**config.mk**
```make
export PLATFORM = sky130hd
export DESIGN_NAME = pidc_arith
export DESIGN_NICKNAME = d
export VERILOG_FILES = /design/src/design/pidc_pkg.sv /design/src/design/pidc_arith.sv
export SDC_FILE = /design/constraint.sdc
export NUM_CORES = 2
export LEC_CHECK = 0
export BUFFER_PORTS_ARGS = -buffer_cell sky130_fd_sc_hd__buf_2
export CAP_MARGIN = 25
export CORE_MARGIN = 1
export CORE_UTILIZATION = 50
export DETAILED_ROUTE_END_ITERATION = 16
export HOLD_SLACK_MARGIN = 0.05
export PLACE_DENSITY_LB_ADDON = 0.05
export SYNTH_ARGS = -nofsm -noshare
export SYNTH_HDL_FRONTEND = slang
export SYNTH_SLANG_ARGS = --single-unit
```
**constraint.sdc**
```tcl
create_clock -name clk -period 3.4 [get_ports clk]
set_input_delay 0.34 -clock clk [delete_from_list [all_inputs] [get_ports clk]]
set_output_delay 0.34 -clock clk [all_outputs]
set_load 0.01 [all_outputs]
```
**src/design/pidc_pkg.sv**
```systemverilog
// Shared types, codes and fixed-point helpers for the PID controller.
// No dependencies; imported by the arithmetic unit and the top level.
`default_nettype none
package pidc_pkg;

    typedef enum logic [4:0] {
        S_IDLE, S_STALL, S_ERR, S_P, S_I1, S_I2, S_D1, S_D2, S_VR_CHK, S_VR1,
        S_VR2, S_DF_A, S_DF_M1, S_DF_M2, S_CLAMP, S_SUM, S_OF_A, S_OF_M1,
        S_OF_M2, S_FIN
    } pidc_state_t;

    localparam logic [2:0] CFG_GAIN_P       = 3'd0;
    localparam logic [2:0] CFG_GAIN_I       = 3'd1;
    localparam logic [2:0] CFG_GAIN_D       = 3'd2;
    localparam logic [2:0] CFG_OUTPUT_LIMIT = 3'd3;
    localparam logic [2:0] CFG_BAND_WIDTH   = 3'd4;
    localparam logic [2:0] CFG_INTEGRAL_CAP = 3'd5;
    localparam logic [2:0] CFG_OPTION_BITS  = 3'd6;

    localparam int unsigned OPT_STALL   = 0;
    localparam int unsigned OPT_TRAP    = 1;
    localparam int unsigned OPT_VRATE   = 2;
    localparam int unsigned OPT_DMEAS   = 3;
    localparam int unsigned OPT_DFILT   = 4;
    localparam int unsigned OPT_ICLAMP  = 5;
    localparam int unsigned OPT_OFILT   = 6;

    // Request to the shared multiply / divide unit.
    typedef struct packed {
        logic        start;
        logic        is_div;
        logic [63:0] num;
        logic [39:0] den;
    } pidc_req_t;

    typedef struct packed {
        logic        done;
        logic [63:0] result;
    } pidc_rsp_t;

    function automatic logic [31:0] mag32(input logic signed [31:0] v);
        mag32 = v[31] ? 32'(-v) : 32'(v);
    endfunction

    // Magnitude plus sign back to a saturated signed 32-bit value.
    function automatic logic signed [31:0] from_mag(input logic [63:0] m, input logic neg);
        if (neg) begin
            if (m >= 64'h8000_0000)
                from_mag = 32'sh8000_0000;
            else
                from_mag = -$signed(m[31:0]);
        end else begin
            if (m > 64'h7FFF_FFFF)
                from_mag = 32'sh7FFF_FFFF;
            else
                from_mag = $signed(m[31:0]);
        end
    endfunction

    function automatic logic signed [31:0] sat32(input logic signed [63:0] v);
        if (v > 64'sh7FFF_FFFF)
            sat32 = 32'sh7FFF_FFFF;
        else if (v < -64'sh8000_0000)
            sat32 = 32'sh8000_0000;
        else
            sat32 = v[31:0];
    endfunction

    function automatic logic same_sign(input logic signed [31:0] a,
                                       input logic signed [31:0] b);
        same_sign = (a > 0 && b > 0) || (a < 0 && b < 0);
    endfunction

endpackage
`default_nettype wire

```
**src/design/pidc_arith.sv**
```systemverilog
// Shared arithmetic unit: registered 32x32 multiply, 64/40 restoring divide.
// Depends on pidc_pkg for the request and response structs.
`default_nettype none
module pidc_arith
    import pidc_pkg::*;
(
    input  wire logic      clk,
    input  wire logic      rst_n,
    input  wire pidc_req_t req,
    output pidc_rsp_t      rsp
);

    logic        busy_reg, busy_next;
    logic        done_reg, done_next;
    logic [5:0]  cnt_reg, cnt_next;
    logic [63:0] q_reg, q_next;
    logic [39:0] rem_reg, rem_next;
    logic [39:0] den_reg, den_next;

    logic [40:0] shifted;
    logic [40:0] diff;
    logic        fits;

    always_comb
    begin
        shifted   = {rem_reg, q_reg[63]};
        diff      = shifted - {1'b0, den_reg};
        fits      = shifted >= {1'b0, den_reg};
        busy_next = busy_reg;
        done_next = 1'b0;
        cnt_next  = cnt_reg;
        q_next    = q_reg;
        rem_next  = rem_reg;
        den_next  = den_reg;
        if (req.start) begin
            if (req.is_div) begin
                q_next    = req.num;
                rem_next  = '0;
                den_next  = req.den;
                cnt_next  = 6'd63;
                busy_next = 1'b1;
            end else begin
                q_next    = 64'(req.num[31:0]) * 64'(req.den[31:0]);
                done_next = 1'b1;
            end
        end else if (busy_reg) begin
            q_next   = {q_reg[62:0], fits};
            rem_next = fits ? diff[39:0] : shifted[39:0];
            cnt_next = cnt_reg - 6'd1;
            if (cnt_reg == 6'd0) begin
                busy_next = 1'b0;
                done_next = 1'b1;
            end
        end
    end

    always_ff @(posedge clk or negedge rst_n)
    begin
        if (!rst_n) begin
            busy_reg <= 1'b0;
            done_reg <= 1'b0;
            cnt_reg  <= '0;
        end else begin
            busy_reg <= busy_next;
            done_reg <= done_next;
            cnt_reg  <= cnt_next;
        end
    end

    always_ff @(posedge clk)
    begin
        q_reg   <= q_next;
        rem_reg <= rem_next;
        den_reg <= den_next;
    end

    assign rsp.done   = done_reg;
    assign rsp.result = q_reg;

endmodule
`default_nettype wire

```
==> metrics.yaml <==
drt_iter0_markers: 1871
synth_ff_type: "edfxtp_1"
routed_wl_um: 129900
synth-seq-cells: 152
ios: 173
finalSetupViolations: 60
clockBufferDepth: 2
row_count: 106
endpoint: "q_reg[60]"
syn_inst: 4536
cts_tree: "yes"
grt_usage: 0.3126
syn_area_um2: 42080
h-tree-depth: 4
status: "complete, but fails checks"
synth_top_area_cell: "fa_1"
ys_types: 76
drive_above_1_share: 0.2538
violations: "negative setup slack"
min_period_ns: 7.120
maxSlewViolCount: 0
synth-edff-count: 144
seq_area_um2: 4524
areaGrowthSynthToFinish_pct: 25.30
endpoint_kind: "flop"
relSlewSlack: 0.4448
dieArea_um2: 85330
rsz0062_at_grt: "yes"
core_um2: 83420
vias: 32980
cp_slowest_cell: "fa_1"
setup_slack_ns: -3.720
wl_per_cell_um: 21.06
reg2reg_to: "rem_reg[36]"
largest_reg_flops: 64
synthArstFlopShare: 0.05263
rrSetupSlack_ns: 0.08
hold_viol_final: 0
clock_sinks: 152
cts_inserted_buffers: 17
multi_input_area_um2: 35830
syn-num-nets: 5846
tightest_slew_ns: 0.8118
antenna_found_initial: 9
seq_area_frac_synth: 0.1075
nets: 6380
cts_root_buffer: "clkbuf_16"
avgSynthCellArea_um2: 9.278
yosys_warnings: 0
start_kind: "input pin"
worst_clock_skew_ns: 0.01156
critPathLaunch: "req[9]"
synthTopCellsByArea: "fa_1 43%, edfxtp_1 10%, ha_1 9.1%, and2_1 8.9%, inv_1 8.1%"
place.gp.congestion: 0.9358
cp_slowest_stage_delay_ns: 0.57
port_buffers: 172
clk_pin_slew_ns: 0.07
initial_core_util: 0.5045
hold_path_class: "input pin to flop"
dpl.hpwl_um: 108000
fin_util: 0.6321
ant_nets: 0
fin_crit_sh: 2.094
worst-setup-path-type: "input pin to flop"
die_h_um: 292.1
path_common_cell: "fa_1"
synth_top_area_frac: 0.4267
crit_fanout: 13
nFillCells: 7006
r2r-start: "q_reg[63]"
grt_max_degree: 65
grt_pass1_wl_um: 204300
via_per_inst: 5.346
worstPathRequired_ns: 3.59
maxCapViolCount: 0
arrival_ns: 7.31
fmaxAchievable_mhz: 140.4
drc: 0
grt_overflow: 0
first_pass_iters: 6
clock_latency_ns: 0.44
reg2reg_depth: 13
die_w_um: 292.1
grt_pass1_vias: 35310
[metal layers]
metal	wire length [um]	vias up	GRT usage
li1	-	14840	-
met1	56350	17090	0.4367
met2	63840	892	0.5274
met3	6293	151	0.02557
met4	3440	0	0.07856
met5	0	-	0
[critical path, delay by kind of cell]
family                     cells  cell delay [ns]
adders and majority gates      9             4.28
xor gates and xnor gates       1             0.15
buffers and inverters          9             0.92
AOI/OAI and AO/OA              5             0.97
and+or+nand+nor                3             0.60
[cells in the mapped netlist (4+ instances only)]
| library cell | instances |
|---|---|
| inv_1 | 910 |
| fa_1 | 897 |
| and2_1 | 597 |
| nand2_1 | 532 |
| ha_1 | 305 |
| clkbuf_1 | 242 |
| a21oi_1 | 182 |
| nor2_1 | 151 |
| edfxtp_1 | 144 |
| o21ai_0 | 71 |
| xnor2_1 | 69 |
| a21o_1 | 62 |
| mux2i_1 | 35 |
| xor2_1 | 27 |
| nand3_1 | 25 |
| nand4_1 | 20 |
| and3_1 | 19 |
| o21bai_1 | 18 |
| nor3_1 | 17 |
| a31oi_1 | 16 |
| a211oi_1 | 12 |
| o21a_1 | 12 |
| o211ai_1 | 11 |
| o31ai_1 | 10 |
| a211oi_2 | 9 |
| o21ai_1 | 9 |
| a221o_1 | 8 |
| dfrtp_1 | 8 |
| nor2b_1 | 8 |
| o22ai_1 | 7 |
| a211o_1 | 6 |
| and4_1 | 6 |
| buf_2 | 6 |
| buf_1 | 5 |
| nand2b_1 | 5 |
| or3_1 | 5 |
| a22oi_1 | 4 |
| a31o_2 | 4 |
| or2_2 | 4 |
[worst min path at each step]
stage	slack, ns	from	cells past startpoint	endpoint
2_1_floorplan	0.04	rst_n	0	busy_reg
3_3_place_gp	0.19	rst_n	1	done_reg
3_5_place_dp	0.20	rst_n	1	cnt_reg[3]
4_1_cts	0.07	req[34]	1	den_reg[34]
5_1_grt	0.06	req[34]	1	den_reg[34]
6_report	0.08	req[34]	1	den_reg[34]
[cell families (layout without fill, tap and decap cells)]
group | Yosys count | count (layout) | synth area share
simple gates | 1400 | 1400 | 0.1671
xor+xnor | 96 | 96 | 0.01998
flops | 152 | 152 | 0.1075
buf+inv | 1168 | 1714 | 0.1047
other cells | 0 | 6 | 0
mux | 39 | 39 | 0.009395
compound gates | 479 | 479 | 0.07388
fa+ha+maj | 1202 | 1202 | 0.5174
[cell type report]
type	count	share of cell area
multi-input cells	3216	0.6795
repair buffers	771	0.1337
flip-flops and latches	152	0.08580
inverters	912	0.06502
well taps	1080	0.02563
clock buffers	18	0.008139
clock inverters	13	0.001851
diodes	6	0.0002847
[stage by stage]
stage                     setup TNS [ns]  hold slack, ns  cells  cell area (um2)  setup WS (ns)
final                            -183.59         0.07873   6168            52730         -3.720
after floorplan                  -173.59         0.04441   4536            43000         -3.887
after CTS                        -183.05         0.06502   6130            51390         -3.668
after global routing             -193.40         0.06260   6165            52720         -3.878
after global placement           -228.31          0.1942   6019            47890         -4.480
after detailed placement         -230.03          0.1965   6019            47890         -4.483
[repair_timing]
action                                  CTS  global route
endpoints found under the setup margin   60            92
gates resized for setup                 501           262
endpoints found under the hold margin     8             0
pin swaps                               242           223
buffers inserted                         76            37
hold buffers                              1             0
cloned                                    6             2
[placed cells by master (no fill, tap or decap), drive strengths merged, types with 5 or more instances in the layout]
master  synthesis  routed
nor3           18      18
edfxtp        144     144
o21a           12      12
a21o           62      62
o31ai          15      15
and4            6       6
clkinv          1       7
nand2b          5       5
o21bai         18      18
nand2         532     532
a31oi          16      16
ha            305     305
nor2b           8       8
o21ai          82      82
fa            897     897
nand3          26      26
xnor2          69      69
inv           911     916
or3             5       5
a21oi         183     183
mux2i          35      35
diode           0       6
clkbuf        242      24
and3           19      19
and2          597     597
a211o           6       6
a211oi         21      21
nor2          151     151
nand4          20      20
xor2           27      27
a221o           8       8
buf            14     761
dfrtp           8       8
o211ai         11      11
o22ai           7       7
Power is left out: the tool's default activity adds up to more than one toggle a clock period on the data nets, which glitch-free logic cannot reach.
